**config.mk**
```make
export PLATFORM = sky130hd
export DESIGN_NAME = wrpc_front
export DESIGN_NICKNAME = d
export VERILOG_FILES = /design/src/design/wrpc_pkg.sv /design/src/design/wrpc_front.sv
export SDC_FILE = /design/constraint.sdc
export NUM_CORES = 1
export LEC_CHECK = 0
export BUFFER_PORTS_ARGS = -buffer_cell sky130_fd_sc_hd__buf_2
export CAP_MARGIN = 5
export CORE_AREA = 2 2 55 57
export DETAILED_ROUTE_END_ITERATION = 8
export DIE_AREA = 0 0 57 59
export PLACE_DENSITY = 0.76
export SYNTH_ARGS = -nofsm -noshare
export SYNTH_HDL_FRONTEND = slang
export SYNTH_SLANG_ARGS = --single-unit
```
**constraint.sdc**
```tcl
create_clock -name vclk -period 1.3
set_clock_uncertainty 0.1 [all_clocks]
set_input_delay 0.13 -clock vclk [all_inputs]
set_output_delay 0.13 -clock vclk [all_outputs]
set_load 0.05 [all_outputs]
```
**src/design/wrpc_pkg.sv**
```systemverilog
package wrpc_pkg;

   localparam int USERS_DEF  = 64;
   localparam int TIDS_DEF   = 8;
   localparam int PN_W       = 48;
   localparam int WINDOW     = 256;
   localparam int USER_W     = 6;
   localparam int TID_W      = 4;
   localparam int SLOT_W     = 6;
   localparam int CSR_IDX_W  = 2;
   localparam int CMDQ_DEPTH = 2;
   localparam int NSTORE     = 4;

   localparam logic [1:0] REQ_CHECK   = 2'd0;
   localparam logic [1:0] REQ_CLR_PTK = 2'd1;
   localparam logic [1:0] REQ_CLR_GTK = 2'd2;

   localparam logic [CSR_IDX_W-1:0] CSR_HW_WAPI = 2'd0;
   localparam logic [CSR_IDX_W-1:0] CSR_CERTIFY = 2'd1;

   localparam logic [1:0] FTYPE_DATA = 2'd2;
   localparam logic [3:0] QOS_SUB_LO = 4'd8;
   localparam logic [3:0] QOS_SUB_HI = 4'd12;

   typedef enum logic [1:0] {
      OP_RESP,
      OP_CLR_PTK,
      OP_CLR_GTK,
      OP_CHECK
   } op_type;

   typedef enum logic [1:0] {
      ST_UQ,
      ST_MQ,
      ST_UN,
      ST_MN
   } store_type;

   typedef enum logic [1:0] {
      BK_IDLE,
      BK_PICK,
      BK_EVAL
   } back_state_type;

   typedef struct packed {
      op_type            op;
      logic              resp_accept;
      logic [USER_W-1:0] user_id;
      logic [SLOT_W-1:0] slot;
      store_type         store;
      logic              multicast;
      logic              cipher_wapi;
      logic [PN_W-1:0]   rx_pn;
   } cmd_type;

endpackage

```
**src/design/wrpc_front.sv**
```systemverilog
module wrpc_front
   import wrpc_pkg::*;
#(
   parameter int USERS = USERS_DEF,
   parameter int TIDS  = TIDS_DEF
) (
   input  logic              req_valid,
   output logic              req_stall,
   input  logic [1:0]        req_type,
   input  logic [USER_W-1:0] req_user_id,
   input  logic [TID_W-1:0]  req_tid,
   input  logic [1:0]        req_frame_type,
   input  logic [3:0]        req_frame_subtype,
   input  logic              req_protected_flag,
   input  logic              req_retry_flag,
   input  logic              req_multicast,
   input  logic              req_exempt,
   input  logic [PN_W-1:0]   req_rx_pn,
   input  logic              req_cipher_wapi,
   input  logic              q_full,
   output logic              q_push,
   output cmd_type           q_cmd
);

   logic is_qos;
   logic user_ok;
   logic tid_ok;
   logic skip;

   // Every item is classified here into a plain response, a key clear or a store check.
   always_comb begin
      is_qos  = (req_frame_type == FTYPE_DATA) &&
                (req_frame_subtype inside {[QOS_SUB_LO:QOS_SUB_HI]});
      user_ok = 32'(req_user_id) < USERS;
      tid_ok  = 32'(req_tid) < TIDS;
      skip    = !req_protected_flag || req_retry_flag || req_exempt ||
                (is_qos && !tid_ok) || !user_ok;

      q_cmd             = '0;
      q_cmd.user_id     = req_user_id;
      q_cmd.multicast   = req_multicast;
      q_cmd.cipher_wapi = req_cipher_wapi;
      q_cmd.rx_pn       = req_rx_pn;
      if (is_qos) begin
         q_cmd.store = req_multicast ? ST_MQ : ST_UQ;
         q_cmd.slot  = req_multicast ? (SLOT_W'(TIDS) + SLOT_W'(req_tid)) : SLOT_W'(req_tid);
      end else begin
         q_cmd.store = req_multicast ? ST_MN : ST_UN;
         q_cmd.slot  = req_multicast ? SLOT_W'(2 * TIDS + 1) : SLOT_W'(2 * TIDS);
      end

      case (req_type)
         REQ_CHECK: begin
            q_cmd.op          = skip ? OP_RESP : OP_CHECK;
            q_cmd.resp_accept = 1'b1;
         end
         REQ_CLR_PTK: begin
            q_cmd.op          = user_ok ? OP_CLR_PTK : OP_RESP;
            q_cmd.resp_accept = 1'b0;
         end
         REQ_CLR_GTK: begin
            q_cmd.op          = user_ok ? OP_CLR_GTK : OP_RESP;
            q_cmd.resp_accept = 1'b0;
         end
         default: begin
            q_cmd.op          = OP_RESP;
            q_cmd.resp_accept = 1'b0;
         end
      endcase
   end

   assign req_stall = q_full;
   assign q_push    = req_valid && !q_full;

endmodule

```
==> results of run 1 <==
area by class of cell:
type / count / share of cell area [%]
Timing Repair Buffer: 33 / 51.20
Multi-Input combinational cell: 16 / 36.75
Tap cell: 31 / 9.337
Inverter: 3 / 2.711
kinds of logic after synthesis:
group / synth area share [%]
AO/OA/AOI/OAI: 4.385
adder cells (fa/ha/maj): 2.193
buffers and inverters: 79.60
multiplexers: 1.974
other: 0.6573
AND/OR/NAND/NOR: 11.19
final timing paths:
check | startpoint | endpoint | depth (start not counted)
max | req_retry_flag | q_cmd[65] | 5
min | req_rx_pn[28] | q_cmd[28] | 0
routing by layer:
metal | GRT usage (%) | wire, um
met2 | 8.539 | 472
met1 | 3.439 | 266
met5 | 0 | 0
met4 | 5.648 | 98
met3 | 4.148 | 263
placed cells by master (no fill, tap or decap):
master and count:
sky130_fd_sc_hd__and2_1 3, sky130_fd_sc_hd__nor2b_1 1, sky130_fd_sc_hd__a21oi_4 2, sky130_fd_sc_hd__or3b_1 1
sky130_fd_sc_hd__buf_2 23, sky130_fd_sc_hd__inv_1 3, sky130_fd_sc_hd__nand2b_1 1, sky130_fd_sc_hd__conb_1 1
sky130_fd_sc_hd__a41o_2 1, sky130_fd_sc_hd__buf_4 5, sky130_fd_sc_hd__buf_8 1, sky130_fd_sc_hd__ha_1 1
sky130_fd_sc_hd__buf_6 4, sky130_fd_sc_hd__mux2_4 1, sky130_fd_sc_hd__nor2b_4 1, sky130_fd_sc_hd__o21ai_2 1
sky130_fd_sc_hd__and3_4 1, sky130_fd_sc_hd__nor2_1 1
critical path, stage by stage:
cell and delay [ps]:
sky130_fd_sc_hd__buf_6 90, sky130_fd_sc_hd__or3b_1 360, sky130_fd_sc_hd__a41o_2 280, sky130_fd_sc_hd__a21oi_4 130, sky130_fd_sc_hd__buf_6 170
power by group through the flow:
| stage | logic (mW) | registers [mW] | clock network, mW |
|---|---|---|---|
| after floorplan | 0.563 | 0 | 0 |
| after global placement | 0.155 | 0 | 0 |
| after detailed placement | 0.154 | 0 | 0 |
| after CTS | 0.169 | 0 | 0 |
| after global routing | 0.181 | 0 | 0 |
| final | 0.173 | 0 | 0 |
repair_timing:
| action | CTS | global route |
|---|---|---|
| setup endpoints to repair | 6 | 5 |
| pin swaps | 3 | 3 |
| resized for setup | 13 | 5 |
per-stage QoR:
stage          cells  utilization, %  hold slack, ps  setup TNS, ps  area (sq um)
2_1_floorplan     78               -           212.1         -55.17         593.1
5_1_grt           83           15.33           160.1         -241.9         415.4
3_5_place_dp      83           13.25           160.3         -824.1         359.1
3_3_place_gp      83           13.25           160.3          -1008         359.1
6_report          83           15.33           160.0         -162.3         415.4
4_1_cts           83           14.73           160.3         -221.0         399.1
==> flow_metrics.tcl, run 1 <==
set metrics [dict create \
    grt-ovfl-total 0 \
    route.detailed.wl_per_inst_um 13.27 \
    total_leakage_power_nw 0.2163 \
    holdCritPathClass "input pin to output port" \
    postRouteAntennaNets 0 \
    globalplace.congestion 0.5463 \
    post_cts_setup_driven_buffer_insertion_count 0 \
    synth-seq-area-share_pct 0 \
    timing_worst_setup_path_type "input pin to output port" \
    final_max_slew_viol_count 0 \
    critical_path.startpoint_type "input pin" \
    detail_route.vias_per_cell 4.024 \
    powerDensity_nw_per_um2 415.5 \
    area_growth_syn_to_layout_pct -27.19 \
    run_status "finished with violations" \
    die_h_um 59 \
    yosysWarningCount 0 \
    post_synth_instance_area_sq_um 570.5 \
    die-area_sq_um 3363 \
    clock_network_fraction_of_total_power_pct 0 \
    clkbuf_count 0 \
    combPwrFrac_pct 100.0 \
    synth.top_cells.by_area "sky130_fd_sc_hd__buf_4 78%, sky130_fd_sc_hd__and2_1 3.3%, sky130_fd_sc_hd__nor2b_4 2.4%, sky130_fd_sc_hd__ha_1 2.2%, sky130_fd_sc_hd__inv_1 2.0%" \
    final_worst_path_period_share_pct 106.4 \
    critPathCaptureType "output port" \
    ff_latch_area_sq_um 0 \
    placement_rows 19 \
    setup_viol 2 \
    synth_cell_type_count 15 \
    grt_start_max_net_pins 6 \
    layout_min_cycle_time_ps 1384 \
    cp_data_arrival_time_ps 1150 \
    route.detailed.drc 0 \
    synth.avg_cell_area_sq_um 7.315 \
    syn_inst 78 \
    sequentialPowerShare_pct 0 \
    crit_fanout 2 \
    wirelength_um 1101 \
    cell_internal_pwr_mw 0.06656 \
    initialDrtViolationCount 2 \
    max_clock_freq_mhz 722.7 \
    preCtsSetupSlack_ps -225.2 \
    dr_total_vias 334 \
    timing.critical_path.required_ps 1070 \
    grt.total_usage_pct 5.213 \
    post-route-worst-setup-slack_ps -83.66 \
    grt_setup_unrepaired "true" \
    initial_utilization_pct 21.05 \
    cts-hold-fix-buffers 0 \
    yosysTopAreaCell "sky130_fd_sc_hd__buf_4" \
    timing_hold_violations_final 0 \
    netSwitchingFraction_pct 61.44 \
    final_net_count 128 \
    chipWidth_um 57 \
    finalPower_mw 0.1726 \
    dp.final_hpwl_um 960.4 \
    grt_first_pass_wirelength_um 1400 \
    port_buffers 31 \
    ios 142 \
    multi_input_comb_area_sq_um 152.6 \
    first_global_vias 306 \
    antenna_found_initial 0 \
    post-synth-top-count-cell "sky130_fd_sc_hd__buf_4" \
    max-vdd-ir-drop_v 0.0001393 \
    drt_first_pass_iters 2 \
    synthesis.nets 152 \
    core-area_sq_um 2710 \
    switchingPower_mw 0.1060 \
    failed_checks "negative setup slack" \
    diodes 0 \
    post-synth-top-area-fraction_pct 77.63 \
    number_of_fill_cells_in_the_layout 305 \
    max_cap_violation_count 0 \
    numSequentialCells 0 \
    layout-drive-gt1-share_pct 76.92 \
    most_used_standard_cells_in_the_synthesized_netlist "59 x sky130_fd_sc_hd__buf_4, 3 x sky130_fd_sc_hd__and2_1, 3 x sky130_fd_sc_hd__inv_1, 2 x sky130_fd_sc_hd__a21oi_1" \
]
Power figures use the tool's default switching activity.
==> run 2, diff against run 1 <==
BUFFER_PORTS_ARGS = -buffer_cell sky130_fd_sc_hd__buf_4   (was -buffer_cell sky130_fd_sc_hd__buf_2)
clock period = 1.4 ns   (was 1.3 ns; I/O delays follow)
==> run 2 against run 1 <==
The flow still finishes with violations (negative setup slack); first-iteration DRC count grew to 2.5 times the previous value; cell count stayed put; power is 2.7% lower; via count is 6.9% lower; count of clock-buffer cells in the layout stayed put; hold slack better by 20 ps; combinational power is 3% lower.
==> flow_metrics.tcl, run 2 (same netlist as run 1, synthesis figures left out) <==
set metrics [dict create \
    finish.utilization_pct 16.30 \
    cpPeakStageDelay_ps 370 \
    final_worst_path_period_share_pct 102.7 \
    cts-hold-fix-buffers 0 \
    timing_hold_violations_final 0 \
    cp_slowest_cell "sky130_fd_sc_hd__or3b_1" \
    run_status "finished with violations" \
    critPathCaptureType "output port" \
    globalplace.congestion 0.6225 \
    ios 142 \
    crit_fanout 2 \
    detail_route.vias_per_cell 3.747 \
    area_growth_syn_to_layout_pct -22.59 \
    grt-ovfl-total 0 \
    route.detailed.drc 0 \
    timing_worst_setup_path_type "input pin to output port" \
    hold_ws_ps 180.0 \
    total_leakage_power_nw 0.2276 \
    setup_tns_ps -60.92 \
    final_max_slew_viol_count 0 \
    setup_viol 2 \
    clkbuf_count 0 \
    grt.total_usage_pct 5.990 \
    max_cap_violation_count 0 \
    max_clock_freq_mhz 695.7 \
    layout_min_cycle_time_ps 1438 \
    grt_start_max_net_pins 6 \
    grt_first_pass_wirelength_um 1621 \
    die_h_um 59 \
    chipWidth_um 57 \
    failed_checks "negative setup slack" \
    max-vdd-ir-drop_v 0.0001510 \
    post_cts_setup_driven_buffer_insertion_count 0 \
    diodes 0 \
    wirelength_um 1148 \
    numSequentialCells 0 \
    ff_latch_area_sq_um 0 \
    final_common_cell "sky130_fd_sc_hd__buf_4" \
    cp_data_arrival_time_ps 1200 \
    timing.critical_path.buf_inv 2 \
    preCtsSetupSlack_ps -97.61 \
    initialDrtViolationCount 5 \
    min_to "q_cmd[30]" \
    placement_rows 19 \
    grt_setup_unrepaired "true" \
    powerDensity_nw_per_um2 380.4 \
    dr_total_vias 311 \
    core-area_sq_um 2710 \
    critical_path.cell_chain "buf_6 > or3b_1 > a41o_1 > a21oi_2 > buf_6" \
    final_net_count 128 \
    postRouteAntennaNets 0 \
    port_buffers 31 \
    post-route-worst-setup-slack_ps -37.50 \
    drt_first_pass_iters 3 \
    critPathTopFamily "compound AO/OA/AOI/OAI gates" \
    first_global_vias 308 \
    layoutNonFillerInstCount 83 \
    critical_path.most_common_cell "sky130_fd_sc_hd__buf_6" \
    route.detailed.wl_per_inst_um 13.83 \
    hold_path.startpoint "req_rx_pn[30]" \
    final_cell_mix "30 x sky130_fd_sc_hd__buf_4, 3 x sky130_fd_sc_hd__inv_1, 3 x sky130_fd_sc_hd__and2_1, 3 x sky130_fd_sc_hd__buf_6, 2 x sky130_fd_sc_hd__a21oi_2" \
    antenna_found_initial 0 \
    hold_crit_depth 0 \
    layout-drive-gt1-share_pct 75.00 \
    number_of_fill_cells_in_the_layout 314 \
    initial_utilization_pct 21.05 \
    critical_path.startpoint_type "input pin" \
    dp.cells 83 \
    timing.critical_path.required_ps 1160 \
    die-area_sq_um 3363 \
    holdCritPathClass "input pin to output port" \
]
## run 2: power by group
group          total [mW]  switching [mW]  internal (mW)  leakage (nW)
logic               0.168          0.0954         0.0726         0.228
registers               0               0              0             0
clock network           0               0              0             0
## run 2: stage by stage
stage	total power [mW]	area [sq um]
floorplan	0.5189	578.1
global placement	0.1616	421.7
detailed placement	0.1620	421.7
CTS	0.1668	432.9
global route	0.1775	441.7
finish	0.1680	441.7
## run 2: routing by layer
layer | GRT usage [%] | part of all wire [%]
met1 | 4.630 | 25
met3 | 5.022 | 27
met4 | 8.638 | 14
met5 | 0 | 0
met2 | 7.718 | 35
## run 2: what timing repair did
action,4_1_cts,5_1_grt
setup endpoints to repair,3,3
pin swaps,3,1
gates resized for setup,4,2
## run 2: area by class of cell
type | instances | area (sq um) | share of cell area (%)
Inverter | 3 | 11.26 | 2.550
Tap cell | 31 | 38.79 | 8.782
Multi-Input combinational cell | 16 | 132.6 | 30.03
Timing Repair Buffer | 33 | 259.0 | 58.64
## run 2: how the worst max path moves through the flow
| stage | from | endpoint | slack (ps) | cells past startpoint |
|---|---|---|---|---|
| 2_1_floorplan | req_exempt | q_cmd[65] | -60 | 3 |
| 3_3_place_gp | req_exempt | q_cmd[65] | -90 | 5 |
| 3_5_place_dp | req_exempt | q_cmd[66] | -100 | 5 |
| 4_1_cts | req_retry_flag | q_cmd[66] | -50 | 5 |
| 5_1_grt | req_retry_flag | q_cmd[66] | -70 | 5 |
| 6_report | req_retry_flag | q_cmd[66] | -40 | 5 |
==> run 3, diff against run 2 <==
ABC_AREA = 1   (was unset)
CORE_AREA = 2 2 54 56   (was 2 2 55 57)
DIE_AREA = 0 0 56 58   (was 0 0 57 59)
PLACE_DENSITY = 0.8   (was 0.76)
==> run 3 against run 2 <==
The flow now finishes without violations; utilization up 0.34 points; combinational power barely moved; worst setup slack better by 260 ps; first-iteration DRC count increased by 60%; routed wire length is 9.0% higher; global-route usage increased by 0.87 points; die area decreased by 3.4%; flip-flop and latch count unchanged; count of clock-buffer cells in the layout did not move; design area rose by 0.28%; fmax increased by 22%; area after synthesis increased by 7.7%; critical endpoint unchanged; largest power group unchanged.
==> flow_metrics.tcl, run 3 <==
set metrics [dict create \
    run_status "finished clean" \
    holdCritPathClass "input pin to output port" \
    crit_fanout 3 \
    finalPower_mw 0.1676 \
    post-synth-top-area-fraction_pct 72.10 \
    critical_path.startpoint_type "input pin" \
    initial_utilization_pct 23.07 \
    final_worst_path_period_share_pct 84.17 \
    synth_compound_gate_area_share_pct 2.648 \
    synth_top_family_by_area "buffers and inverters" \
    final_net_count 140 \
    antenna_found_initial 0 \
    synth_cell_type_count 14 \
    ff_latch_area_sq_um 0 \
    powerDensity_nw_per_um2 378.4 \
    post_synth_instance_area_sq_um 614.3 \
    wirelength_um 1251 \
    grt_start_max_net_pins 7 \
    multi_input_comb_area_sq_um 133.9 \
    postRouteAntennaNets 0 \
    area_growth_syn_to_layout_pct -27.90 \
    grt-ovfl-total 0 \
    final_max_slew_viol_count 0 \
    final_cell_mix "31 x sky130_fd_sc_hd__buf_4, 9 x sky130_fd_sc_hd__inv_1, 8 x sky130_fd_sc_hd__nand2_1, 5 x sky130_fd_sc_hd__nor2_1, 2 x sky130_fd_sc_hd__nand3_1" \
    cts-hold-fix-buffers 0 \
    first_global_vias 324 \
    dp.final_hpwl_um 1134 \
    most_used_standard_cells_in_the_synthesized_netlist "59 x sky130_fd_sc_hd__buf_4, 9 x sky130_fd_sc_hd__inv_1, 8 x sky130_fd_sc_hd__nand2_1, 5 x sky130_fd_sc_hd__nor2_1, 2 x sky130_fd_sc_hd__nand3_1" \
    post_cts_resized 0 \
    die-area_sq_um 3248 \
    grt_first_pass_wirelength_um 1752 \
    critPathCaptureType "output port" \
    placement_rows 19 \
    synth-seq-area-share_pct 0 \
    drt_first_pass_iters 2 \
    dr_total_vias 376 \
    adder_and_majority_cell_fraction_of_the_synthesized_area_pct 2.037 \
    timing_hold_violations_final 0 \
    grt.total_usage_pct 6.863 \
    detail_route.vias_per_cell 3.958 \
    diodes 0 \
    finish.utilization_pct 16.64 \
    chipWidth_um 56 \
    yosysTopAreaCell "sky130_fd_sc_hd__buf_4" \
    post-route-worst-setup-slack_ps 221.6 \
    port_buffers 31 \
    core-area_sq_um 2663 \
    timing_worst_setup_path_type "input pin to output port" \
    setup_viol 0 \
    post-synth-top-count-cell "sky130_fd_sc_hd__buf_4" \
    ios 142 \
    initialDrtViolationCount 8 \
    grt_setup_unrepaired "false" \
    post_synth_mux_area_share_pct 0 \
    synthesis.nets 166 \
    layout_min_cycle_time_ps 1178 \
    syn_inst 92 \
    max_cap_violation_count 0 \
    route.detailed.wl_per_inst_um 13.17 \
    total_leakage_power_nw 0.2720 \
    die_h_um 58 \
    max-vdd-ir-drop_v 0.0001309 \
    synth_xor_xnor_area_share_pct 0 \
    route.detailed.drc 0 \
    timing.critical_path.required_ps 1160 \
    synth.avg_cell_area_sq_um 6.678 \
    yosysWarningCount 0 \
    globalplace.congestion 0.5360 \
    post_cts_setup_driven_buffer_insertion_count 0 \
    max_clock_freq_mhz 848.6 \
    synth_simple_gate_area_share_pct 16.50 \
    preCtsSetupSlack_ps 205.9 \
    synth.top_cells.by_area "sky130_fd_sc_hd__buf_4 72%, sky130_fd_sc_hd__inv_1 5.5%, sky130_fd_sc_hd__nand2_1 4.9%, sky130_fd_sc_hd__nor2_1 3.1%, sky130_fd_sc_hd__o21ai_4 2.6%" \
    clkbuf_count 0 \
    numSequentialCells 0 \
    final_common_cell "sky130_fd_sc_hd__buf_4" \
    cp_data_arrival_time_ps 940 \
    number_of_fill_cells_in_the_layout 323 \
    layout-drive-gt1-share_pct 56.25 \
]
-- run 3: cell count changes after synthesis, moves of 2 or more --
cell                      previous run  this run
sky130_fd_sc_hd__inv_1               3         9
sky130_fd_sc_hd__and2_1              3         0
sky130_fd_sc_hd__nand2_1             0         8
sky130_fd_sc_hd__a21oi_1             2         0
sky130_fd_sc_hd__nand3_1             0         2
sky130_fd_sc_hd__nor2_1              1         5
-- run 3: worst paths after layout --
check / from / to / slack, ps / depth (start not counted)
worst max-delay path: req_frame_type[0] / q_cmd[66] / 220 / 8
worst min-delay path: req_rx_pn[41] / q_cmd[41] / 180 / 0
-- run 3: through the flow --
stage	area (sq um)	instances	hold WS, ps	setup TNS (ps)
after floorplan	614.3	92	347.1	-59.06
after CTS	442.9	95	180.3	0
after global routing	442.9	95	180.1	0
after detailed placement	442.9	95	180.3	0
final	442.9	95	180.0	0
after global placement	442.9	95	180.3	0
-- run 3: metal layers --
layer | global-route usage [%] | up-vias | wire, um
li1 | - | 155 | -
met1 | 4.852 | 143 | 281
met2 | 12.27 | 52 | 590
met3 | 4.241 | 26 | 260
met4 | 6.463 | 0 | 119
met5 | 0 | - | 0
-- run 3: layout make-up --
cell class | instances | area share, %
multi-input cells | 23 | 30.23
well taps | 31 | 8.757
repair buffers | 31 | 52.54
inverters | 10 | 8.475
-- run 3: critical path, stage by stage --
cell                      delay (ps)
sky130_fd_sc_hd__buf_4           110
sky130_fd_sc_hd__inv_1            50
sky130_fd_sc_hd__nand2_2          60
sky130_fd_sc_hd__nor2_4          120
sky130_fd_sc_hd__nand3_1         120
sky130_fd_sc_hd__nand2_1         100
sky130_fd_sc_hd__nand2_1          60
sky130_fd_sc_hd__buf_4           180
-- run 3: power by group --
part           internal (mW)  switching (mW)  leakage (nW)  total, mW
clock                      0               0             0          0
sequential                 0               0             0          0
combinational         0.0650           0.103         0.272      0.168
total                 0.0650           0.103         0.272      0.168
-- run 3: cells by family (layout without fill, tap and decap cells) --
kind of cell    count (synthesis)  count (layout)
fa+ha+maj                       1               1
other cells                     1               1
simple gates                   20              20
compound gates                  1               1
buf+inv                        69              41
