File: src/design/wrpc_pkg.sv
package wrpc_pkg;

   localparam int USERS_DEF  = 64;
   localparam int TIDS_DEF   = 8;
   localparam int PN_W       = 48;
   localparam int WINDOW     = 256;
   localparam int USER_W     = 6;
   localparam int TID_W      = 4;
   localparam int SLOT_W     = 6;
   localparam int CSR_IDX_W  = 2;
   localparam int CMDQ_DEPTH = 2;
   localparam int NSTORE     = 4;

   localparam logic [1:0] REQ_CHECK   = 2'd0;
   localparam logic [1:0] REQ_CLR_PTK = 2'd1;
   localparam logic [1:0] REQ_CLR_GTK = 2'd2;

   localparam logic [CSR_IDX_W-1:0] CSR_HW_WAPI = 2'd0;
   localparam logic [CSR_IDX_W-1:0] CSR_CERTIFY = 2'd1;

   localparam logic [1:0] FTYPE_DATA = 2'd2;
   localparam logic [3:0] QOS_SUB_LO = 4'd8;
   localparam logic [3:0] QOS_SUB_HI = 4'd12;

   typedef enum logic [1:0] {
      OP_RESP,
      OP_CLR_PTK,
      OP_CLR_GTK,
      OP_CHECK
   } op_type;

   typedef enum logic [1:0] {
      ST_UQ,
      ST_MQ,
      ST_UN,
      ST_MN
   } store_type;

   typedef enum logic [1:0] {
      BK_IDLE,
      BK_PICK,
      BK_EVAL
   } back_state_type;

   typedef struct packed {
      op_type            op;
      logic              resp_accept;
      logic [USER_W-1:0] user_id;
      logic [SLOT_W-1:0] slot;
      store_type         store;
      logic              multicast;
      logic              cipher_wapi;
      logic [PN_W-1:0]   rx_pn;
   } cmd_type;

endpackage

File: src/design/wrpc_cmdq.sv
module wrpc_cmdq
   import wrpc_pkg::*;
(
   input  logic    clock,
   input  logic    reset,
   input  logic    push,
   input  cmd_type push_cmd,
   output logic    full,
   input  logic    pop,
   output logic    pop_valid,
   output cmd_type pop_cmd
);

   localparam int PTR_W = (CMDQ_DEPTH > 1) ? $clog2(CMDQ_DEPTH) : 1;
   localparam int CNT_W = $clog2(CMDQ_DEPTH + 1);

   cmd_type            entry_ff [CMDQ_DEPTH];
   logic [PTR_W-1:0]   wr_ptr_ff, wr_ptr_in;
   logic [PTR_W-1:0]   rd_ptr_ff, rd_ptr_in;
   logic [CNT_W-1:0]   cnt_ff, cnt_in;

   assign full      = (cnt_ff == CNT_W'(CMDQ_DEPTH));
   assign pop_valid = (cnt_ff != '0);
   assign pop_cmd   = entry_ff[rd_ptr_ff];

   always_comb begin
      wr_ptr_in = wr_ptr_ff;
      rd_ptr_in = rd_ptr_ff;
      cnt_in    = cnt_ff;
      if (push) begin
         wr_ptr_in = (wr_ptr_ff == PTR_W'(CMDQ_DEPTH - 1)) ? '0 : wr_ptr_ff + 1'b1;
      end
      if (pop) begin
         rd_ptr_in = (rd_ptr_ff == PTR_W'(CMDQ_DEPTH - 1)) ? '0 : rd_ptr_ff + 1'b1;
      end
      if (push && !pop) begin
         cnt_in = cnt_ff + 1'b1;
      end else if (pop && !push) begin
         cnt_in = cnt_ff - 1'b1;
      end
   end

   always_ff @(posedge clock) begin
      if (reset) begin
         wr_ptr_ff <= '0;
         rd_ptr_ff <= '0;
         cnt_ff    <= '0;
      end else begin
         wr_ptr_ff <= wr_ptr_in;
         rd_ptr_ff <= rd_ptr_in;
         cnt_ff    <= cnt_in;
      end
   end

   always_ff @(posedge clock) begin
      if (push) begin
         entry_ff[wr_ptr_ff] <= push_cmd;
      end
   end

endmodule

File: config.mk
export PLATFORM = sky130hd
export DESIGN_NAME = wrpc_cmdq
export DESIGN_NICKNAME = d
export VERILOG_FILES = /design/src/design/wrpc_pkg.sv /design/src/design/wrpc_cmdq.sv
export SDC_FILE = /design/constraint.sdc
export NUM_CORES = 1
export LEC_CHECK = 0
export ABC_CLOCK_PERIOD_IN_PS = 4600
export BUFFER_PORTS_ARGS = -buffer_cell sky130_fd_sc_hd__buf_4
export CORE_ASPECT_RATIO = 0.8
export CORE_UTILIZATION = 52
export DETAILED_ROUTE_END_ITERATION = 8
export PLACE_DENSITY = 0.85
export SLEW_MARGIN = 25
export SYNTH_ARGS = -nofsm -noshare
export SYNTH_HDL_FRONTEND = slang
export SYNTH_SLANG_ARGS = --single-unit
export TNS_END_PERCENT = 20
File: constraint.sdc
create_clock -name clock -period 4.6 [get_ports clock]
set_input_delay 0.23 -clock clock [delete_from_list [all_inputs] [get_ports clock]]
set_output_delay 0.23 -clock clock [all_outputs]
set_load 0.01 [all_outputs]
==> results.json, run 1 <==
{
  "grt_pass1_wl_um": 14500,
  "drc_errors": 1,
  "rsz0062_at_grt": "false",
  "synthArstFlopShare": 0,
  "yosysMostFrequentCell": "edfxtp_1",
  "fmax_ghz": 0.474,
  "min_period_ns": 2.11,
  "synth_top_cell_by_area": "edfxtp_1",
  "p_clk_frac": 0.429,
  "dieArea_um2": 10300,
  "drt_first_pass_iters": 6,
  "cts_setup_buffers": 0,
  "synth.avg_cell_area_um2": 22.4,
  "io_buffers": 139,
  "cpPeakStageDelay_ns": 0.59,
  "synth_warnings": 0,
  "worstPathArrival_ns": 1.88,
  "clk_latency_ns": 0.40,
  "cp_max_fo": 42,
  "h-tree-depth": 4,
  "yosys-top-cells-count": "134 x edfxtp_1, 37 x mux2_2, 30 x mux2_4, 5 x dfxtp_1, 4 x nor2_1",
  "drive_gt1_frac": 0.538,
  "grt_pass1_vias": 2992,
  "violations": "DRC",
  "seq_power_share": 0.449,
  "hold_viol_final": 0,
  "yosysTopAreaCellShare": 0.780,
  "rr_worst_depth": 2,
  "synth.distinct_cells": 19,
  "cts_tree": "yes",
  "start_util": 0.534,
  "antenna_violating_nets_post_route": 0,
  "cell_internal_pwr_mw": 2.68,
  "synth_edf_count": 134,
  "post_drt_via_cell_ratio": 4.76,
  "grt_max_degree": 68,
  "cp_num_buf_inv": 2,
  "clk_path_buf_depth": 2,
  "setup_viol": 0,
  "power.density_nw_per_um2": 447,
  "cp-end-kind": "primary output",
  "maxCapViolCount": 0,
  "avgRoutedWirePerCell_um": 16.8,
  "post-route-util": 0.779,
  "die_x_um": 113,
  "synthesis.nets": 302,
  "worst_slew_margin_rel": 0.389,
  "crit_cells": 3,
  "status": "finished, violations left",
  "switching_share": 0.203,
  "combinationalPowerShare": 0.123,
  "io_pins": 140,
  "final.setup.tns_ns": 0,
  "synthFlopType": "edfxtp_1",
  "p_leak_nw": 2.93,
  "core_area_um2": 9650,
  "cp_slowest_cell": "dfxtp_4",
  "hold_path_class": "input pin to flop",
  "antenna_found_initial": 0,
  "p_switching_mw": 0.683,
  "drv_slew": 0,
  "post_cts_resized": 0,
  "cp.required_ns": 4.37,
  "antenna_cells": 0,
  "finalNetCount": 507,
  "fin_skew_ns": 0.00458,
  "rows": 32,
  "start_kind": "flop",
  "cts_hold_buf": 41,
  "clock_sinks": 139,
  "place_ws_ns": 2.56,
  "place_congestion": 0.688,
  "dieHeight_um": 91.1,
  "dp_hpwl_um": 5540,
  "netlist_instances": 230,
  "post-route-period-util": 0.458,
  "crit_type": "flop to primary output",
  "syn_to_final_growth_pct": 45.8,
  "netlist_area_um2": 5160,
  "ys_seq_area_frac": 0.800,
  "crit_family": "flip-flops",
  "cts_root_buffer": "clkbuf_16",
  "cts_buffers": 17,
  "first_iter_violations": 99,
  "crit_chain": "buf_16, mux2_2, buf_4",
  "synth.area.top_cells": "edfxtp_1 78%, mux2_4 8.7%, mux2_2 8.1%",
  "track_usage": 0.193,
  "num-fill-cells": 481,
  "synth-seq-cells": 139,
  "timing.final.ws_setup_ns": 2.49,
  "clk_pin_slew_ns": 0.06,
  "overflow": 0,
  "drt_wl_total_um": 9790,
  "vias": 2782,
  "hold_depth": 1,
  "tightest_slew_ns": 0.917,
  "ir_drop_v": 0.000396
}
kinds of logic after synthesis:
kind of cell               share of synthesized area
adders and majority gates                    0.00243
AOI/OAI and AO/OA                            0.00194
and+or+nand+nor                              0.00922
xor gates and xnor gates                     0.00680
buffers and inverters                         0.0116
muxes                                          0.168
DFF                                            0.800
worst register-to-register path: stages (launching register included):
cell	delay, ns
dfxtp_1	0.35
nor2b_4	0.61
buf_4	0.63
final cells by class:
type                    count  area [um2]  share of cell area
well taps                 136         170              0.0226
clock inverters            12         196              0.0261
repair buffers            193        1600               0.213
flip-flops and latches    139        4130               0.549
clock buffers              20         437              0.0581
multi-input cells          83         982               0.131
inverters                   1        3.75            0.000499
power by group through the flow:
stage                     sequential, mW  combinational, mW  clock [mW]
after floorplan                     1.52              0.199           0
after global placement              1.55              0.346           0
after detailed placement            1.55              0.353           0
after CTS                           1.53              0.384        1.47
after global routing                1.52              0.437        1.52
final                               1.51              0.412        1.44
cell usage in the layout, fill, tap and decap left out:
master           n
inv_1            1
mux2_2          37
clkbuf_16       17
clkinvlp_4       3
nor2_1           4
and2b_1          1
mux2_4          30
clkinv_2         3
bufinv_16        5
nor2b_4          1
dfxtp_4          1
xor2_1           2
buf_16           1
a21oi_1          1
or2_2            1
o21ai_0          1
and2_4           1
xnor2_1          2
ha_1             1
edfxtp_1       134
dlygate4sd3_1   52
buf_4          140
clkinv_4         1
dfxtp_1          4
clkbuf_1         3
or3_1            1
metrics by stage:
step                cell area [um2]  hold slack [ns]  power [mW]  cells
finish                         7520           0.0184        3.36    584
global route                   7520        0.0000571        3.47    584
CTS                            7380        0.0000512        3.38    572
detailed placement             6330            0.418        1.91    499
global placement               6330            0.416        1.89    499
floorplan                      5160            0.299        1.72    230
per-layer routing:
layer	wire, um	global-route usage	share of wire
met5	0	0	0
met4	78	0.0822	0.0080
met2	4940	0.316	0.50
met1	4140	0.229	0.42
met3	636	0.0728	0.065
final timing paths:
check,from,endpoint,slack (ns)
setup reg to reg,wr_ptr_ff$_SDFFE_PP0P_,entry_ff[0][11]$_DFFE_PP_,2.61
hold / removal,push_cmd[26],entry_ff[0][26]$_DFFE_PP_,0.02
setup / recovery,flop,pop_cmd[46],2.49
hold reg to reg,cnt_ff[1]$_SDFFE_PP0P_,cnt_ff[1]$_SDFFE_PP0P_,0.52
state kept, by name (all words and copies together), names as in the netlist, named ones only:
| name | cells |
|---|---|
| entry_ff | 134 |
| cnt_ff | 2 |
| rd_ptr_ff | 1 |
| wr_ptr_ff | 1 |
(Power assumes the default switching activity.)
==> inputs of run 2 (changes only) <==
--- a/config.mk
+++ b/config.mk
@@ -5,7 +5,7 @@
 export SDC_FILE = /design/constraint.sdc
 export NUM_CORES = 1
 export LEC_CHECK = 0
-export ABC_CLOCK_PERIOD_IN_PS = 4600
+export ABC_CLOCK_PERIOD_IN_PS = 2200
 export BUFFER_PORTS_ARGS = -buffer_cell sky130_fd_sc_hd__buf_4
 export CORE_ASPECT_RATIO = 0.8
 export CORE_UTILIZATION = 52
==> constraint.sdc (replaced) <==
create_clock -name clock -period 2.2 [get_ports clock]
set_input_delay 0.11 -clock clock [delete_from_list [all_inputs] [get_ports clock]]
set_output_delay 0.11 -clock clock [all_outputs]
set_load 0.01 [all_outputs]
==> run 2 against run 1 <==
  * The flow now finishes without violations
  * Worst setup slack lost 2.1 ns
  * Cell count grew 3.8%
  * Clock skew grew 0.0028 ns
  * Die area unchanged
  * Critical path type unchanged
  * First-iteration DRC count up 46%
  * Combinational power rose by 130%
  * Critical path depth unchanged
  * Global-route usage rose by 2.4 points
  * Worst hold slack gained 0.42 ns
==> results.json, run 2 (same netlist as run 1, synthesis figures left out) <==
{
  "status": "complete, no violations",
  "final.setup.tns_ns": 0,
  "critical_path.most_common_cell": "buf_4",
  "ir_drop_v": 0.000502,
  "dieHeight_um": 91.1,
  "p_leak_nw": 3.01,
  "overflow": 0,
  "largest_reg_flops": 134,
  "drt_first_pass_iters": 4,
  "clk_path_buf_depth": 2,
  "reg2reg_from": "wr_ptr_ff$_SDFFE_PP0P_",
  "cp.required_ns": 2.09,
  "clk_pin_slew_ns": 0.06,
  "place_congestion": 0.666,
  "cp_max_fo": 22,
  "dieArea_um2": 10300,
  "start_util": 0.534,
  "regMostFlops": "entry_ff",
  "r2r_slack_ns": 0.77,
  "antenna_cells": 0,
  "maxCapViolCount": 0,
  "avgRoutedWirePerCell_um": 17.7,
  "tightest_slew_ns": 0.400,
  "finalNetCount": 529,
  "r2r-end": "entry_ff[1][22]$_DFFE_PP_",
  "hold_depth": 2,
  "cts_setup_buffers": 0,
  "worstPathArrival_ns": 1.67,
  "worst_slew_margin_rel": 0.733,
  "syn_to_final_growth_pct": 49.3,
  "drv_slew": 0,
  "dp_hpwl_um": 5810,
  "min_period_ns": 1.78,
  "cts_tree": "yes",
  "io_buffers": 139,
  "cts_buffers": 17,
  "io_pins": 140,
  "placedCellCount": 503,
  "vias": 2900,
  "fmax_ghz": 0.562,
  "grt_max_degree": 68,
  "final_cell_mix": "141 x buf_4, 134 x edfxtp_1, 71 x dlygate4sd3_1, 37 x mux2_2, 30 x mux2_4",
  "first_iter_violations": 145,
  "final-instance-count-excl-fill": 606,
  "drt_wl_total_um": 10800,
  "whs_endpoint": "entry_ff[0][35]$_DFFE_PP_",
  "layout_commonest_cell": "buf_4",
  "cpPeakStageDelay_ns": 0.39,
  "die_x_um": 113,
  "largestRegisters": "entry_ff x134, cnt_ff x2",
  "start_kind": "flop",
  "grt_pass1_wl_um": 16500,
  "hold_viol_final": 0,
  "multi_input_area_um2": 982,
  "cp-end-kind": "primary output",
  "crit_chain": "buf_4, mux2_2, buf_4",
  "cp_slowest_cell": "mux2_2",
  "post-route-period-util": 0.809,
  "antenna_found_initial": 0,
  "post_drt_via_cell_ratio": 4.79,
  "power.density_nw_per_um2": 890,
  "drc_errors": 0,
  "rows": 32,
  "drive_gt1_frac": 0.519,
  "antenna_violating_nets_post_route": 0,
  "regArea_um2": 4130,
  "hold_path_class": "input pin to flop",
  "num-fill-cells": 475,
  "crit_type": "flop to primary output",
  "clock_sinks": 139,
  "min_from": "push_cmd[35]",
  "fin_skew_ns": 0.00739,
  "clk_latency_ns": 0.40,
  "cts_root_buffer": "clkbuf_16",
  "h-tree-depth": 4,
  "rr_worst_depth": 2,
  "core_area_um2": 9650,
  "grt_pass1_vias": 3254,
  "rsz0062_at_grt": "false",
  "setup_viol": 0,
  "track_usage": 0.218
}
-- run 2: cell type report --
type / instances / area share
flip-flops and latches: 139 / 0.536
clock inverters: 14 / 0.0200
repair buffers: 215 / 0.238
multi-input cells: 83 / 0.128
clock buffers: 18 / 0.0558
well taps: 136 / 0.0221
inverters: 1 / 0.000488
-- run 2: metrics by stage --
| stage | total power, mW | instance area, um2 | hold WS (ns) | util | worst slack [ns] |
|---|---|---|---|---|---|
| after floorplan | 3.60 | 5160 | 0.179 | - | -0.220 |
| after global placement | 3.97 | 6400 | 0.295 | 0.664 | 0.779 |
| after detailed placement | 4.00 | 6400 | 0.298 | 0.664 | 0.764 |
| after CTS | 6.88 | 7700 | 0.414 | 0.798 | 0.400 |
| after global routing | 7.07 | 7700 | 0.422 | 0.798 | 0.369 |
| final | 6.85 | 7700 | 0.435 | 0.798 | 0.420 |
-- run 2: how the worst max path moves through the flow --
stage                                 startpoint                         to  cells past startpoint
final                                       flop                pop_cmd[51]                      3
after global routing                        flop                pop_cmd[51]                      3
after CTS                                   flop                pop_cmd[51]                      3
after detailed placement  wr_ptr_ff$_SDFFE_PP0P_  entry_ff[1][53]$_DFFE_PP_                      2
after global placement    wr_ptr_ff$_SDFFE_PP0P_  entry_ff[1][47]$_DFFE_PP_                      2
after floorplan           wr_ptr_ff$_SDFFE_PP0P_   entry_ff[1][0]$_DFFE_PP_                      1
-- run 2: critical path: cells and delay by family, from the launching register on --
kind | cells | cell delay [ns]
buffers and inverters | 2 | 0.51
muxes | 1 | 0.39
DFF | 1 | 0.36
-- run 2: timing repair --
action | 4_1_cts | 5_1_grt
resized for setup | 0 | 0
hold endpoints to repair | 139 | 0
hold buffers | 71 | 0
-- run 2: report_power, final --
| part | total [mW] | switching [mW] | internal [mW] |
|---|---|---|---|
| Clock | 2.79 | 1.02 | 1.76 |
| Combinational | 0.928 | 0.390 | 0.538 |
| Sequential | 3.14 | 0.0490 | 3.09 |
| Total | 6.85 | 1.46 | 5.39 |
-- run 2: routing by layer --
layer | GRT usage | vias to the layer above | routed length (um)
met5 | 0 | - | 0
met4 | 0.0844 | 0 | 51
met3 | 0.0601 | 6 | 565
met2 | 0.392 | 111 | 5800
met1 | 0.245 | 1424 | 4340
li1 | - | 1359 | -
==> inputs of run 3 (changes only) <==
--- a/config.mk
+++ b/config.mk
@@ -5,12 +5,12 @@
 export SDC_FILE = /design/constraint.sdc
 export NUM_CORES = 1
 export LEC_CHECK = 0
-export ABC_CLOCK_PERIOD_IN_PS = 2200
+export ABC_CLOCK_PERIOD_IN_PS = 1600
 export BUFFER_PORTS_ARGS = -buffer_cell sky130_fd_sc_hd__buf_4
 export CORE_ASPECT_RATIO = 0.8
-export CORE_UTILIZATION = 52
+export CORE_UTILIZATION = 47
 export DETAILED_ROUTE_END_ITERATION = 8
-export PLACE_DENSITY = 0.85
+export PLACE_DENSITY = 0.82
 export SLEW_MARGIN = 25
 export SYNTH_ARGS = -nofsm -noshare
 export SYNTH_HDL_FRONTEND = slang
==> constraint.sdc (replaced) <==
create_clock -name clock -period 1.6 [get_ports clock]
set_input_delay 0.08 -clock clock [delete_from_list [all_inputs] [get_ports clock]]
set_output_delay 0.08 -clock clock [all_outputs]
set_load 0.01 [all_outputs]
==> run 3 against run 2 <==
  * The flow now finishes with violations (setup timing)
  * Clock power rose by 39%
  * Critical endpoint is now pop_cmd[57]
  * Wire length rose by 18%
  * Largest cell class unchanged
  * Critical path depth rose by 1
  * Register-to-register slack got worse by 0.44 ns
  * Worst hold slack got worse by 0.046 ns
  * Total power rose by 44%
  * Non-clock buffer count rose by 15
  * Sequential cell count did not move
  * Clock-buffer cell count did not move
  * Clock skew rose by 0.0041 ns
  * Design area rose by 9.0%
  * Critical path type unchanged
  * Combinational power rose by 83%
==> results.json, run 3 (same netlist as run 1, synthesis figures left out) <==
{
  "drc_errors": 0,
  "drt_wl_total_um": 12700,
  "cp-end-kind": "primary output",
  "cp.required_ns": 1.52,
  "antenna_violating_nets_post_route": 0,
  "hold_depth": 2,
  "grt_pass1_wl_um": 16200,
  "clock_sinks": 139,
  "worst_slew_margin_rel": 0.785,
  "antenna_cells": 0,
  "ir_drop_v": 0.000880,
  "grt_max_degree": 53,
  "cts_root_buffer": "clkbuf_16",
  "rows": 33,
  "core_area_um2": 10400,
  "track_usage": 0.200,
  "dp_hpwl_um": 6090,
  "p_leak_nw": 3.36,
  "drv_slew": 0,
  "overflow": 0,
  "first_iter_violations": 200,
  "grt_pass1_vias": 3209,
  "hold_path_class": "input pin to flop",
  "dieArea_um2": 11400,
  "tightest_slew_ns": 0.322,
  "fmax_ghz": 0.612,
  "status": "finished, violations left",
  "hold_viol_final": 0,
  "setup_viol": 22,
  "dieHeight_um": 95.7,
  "finalNetCount": 544,
  "worstPathArrival_ns": 1.55,
  "min_period_ns": 1.63,
  "start_util": 0.494,
  "post_drt_via_cell_ratio": 4.95,
  "largestRegisters": "entry_ff x134, cnt_ff x2",
  "io_buffers": 139,
  "maxCapViolCount": 0,
  "crit_type": "flop to primary output",
  "drive_gt1_frac": 0.534,
  "clk_pin_slew_ns": 0.06,
  "start_kind": "flop",
  "avgRoutedWirePerCell_um": 20.4,
  "violations": "setup timing",
  "post-route-period-util": 1.02,
  "io_pins": 140,
  "regMostFlops": "entry_ff",
  "rsz0062_at_grt": "true",
  "p_total_mw": 9.90,
  "rr_worst_depth": 2,
  "final_cell_mix": "134 x edfxtp_1, 78 x buf_4, 71 x dlygate4sd3_1, 65 x buf_6, 63 x mux2_4",
  "clk_path_buf_depth": 2,
  "vias": 3091,
  "drt_first_pass_iters": 4,
  "cts_buffers": 17,
  "largest_reg_flops": 134,
  "layout_commonest_cell": "edfxtp_1",
  "fin_skew_ns": 0.0115,
  "final.setup.tns_ns": -0.262,
  "timing.final.ws_setup_ns": -0.0349,
  "syn_to_final_growth_pct": 62.6,
  "h-tree-depth": 4,
  "power.density_nw_per_um2": 1180,
  "cts_tree": "yes",
  "clk_latency_ns": 0.42,
  "place_congestion": 0.680,
  "place_ws_ns": 0.310,
  "die_x_um": 119,
  "cp_max_fo": 6,
  "antenna_found_initial": 0
}
==> run 3: repair_timing <==
action                     4_1_cts  5_1_grt
hold buffers                    71        0
gates resized for setup         34       74
hold endpoints to repair       139        0
setup endpoints to repair       67       67
buffers inserted                 0        3
gates cloned                     1        9
==> run 3: layout make-up <==
cell class | count | area [um2]
well taps | 140 | 175
multi-input cells | 83 | 1110
clock buffers | 18 | 429
repair buffers | 230 | 2390
inverters | 1 | 3.75
flip-flops and latches | 139 | 4130
clock inverters | 14 | 154
fillers | 536 | 2060
==> run 3: worst max-delay path, cell delays in order (launching register included) <==
cell and delay, ns:
dfxtp_4 0.38, buf_12 0.15, buf_6 0.12, mux2_2 0.34
buf_4 0.15
==> run 3: per-layer routing <==
metal / track usage / vias up / part of all wire
li1: - / 1398 / -
met1: 0.219 / 1544 / 0.41
met2: 0.354 / 139 / 0.52
met3: 0.0795 / 10 / 0.061
met4: 0.0717 / 0 / 0.0088
met5: 0 / - / 0
==> run 3: through the flow <==
step | hold slack (ns) | utilization | cells | area, um2
final | 0.390 | 0.803 | 625 | 8390
after global routing | 0.372 | 0.803 | 625 | 8390
after CTS | 0.373 | 0.755 | 613 | 7890
after detailed placement | 0.267 | 0.616 | 509 | 6440
after global placement | 0.265 | 0.616 | 509 | 6440
after floorplan | 0.145 | - | 230 | 5170
==> run 3: final timing paths <==
| kind | start | end | slack (ns) |
|---|---|---|---|
| hold / removal | push_cmd[27] | entry_ff[1][27]$_DFFE_PP_ | 0.39 |
| hold reg to reg | cnt_ff[1]$_SDFFE_PP0P_ | cnt_ff[1]$_SDFFE_PP0P_ | 0.52 |
| setup / recovery | flop | pop_cmd[57] | -0.03 |
| setup reg to reg | wr_ptr_ff$_SDFFE_PP0P_ | entry_ff[1][34]$_DFFE_PP_ | 0.33 |
==> run 3: report_power, final <==
| part | switching [mW] | internal (mW) |
|---|---|---|
| Clock | 1.45 | 2.42 |
| Combinational | 0.654 | 1.04 |
| Sequential | 0.0776 | 4.25 |
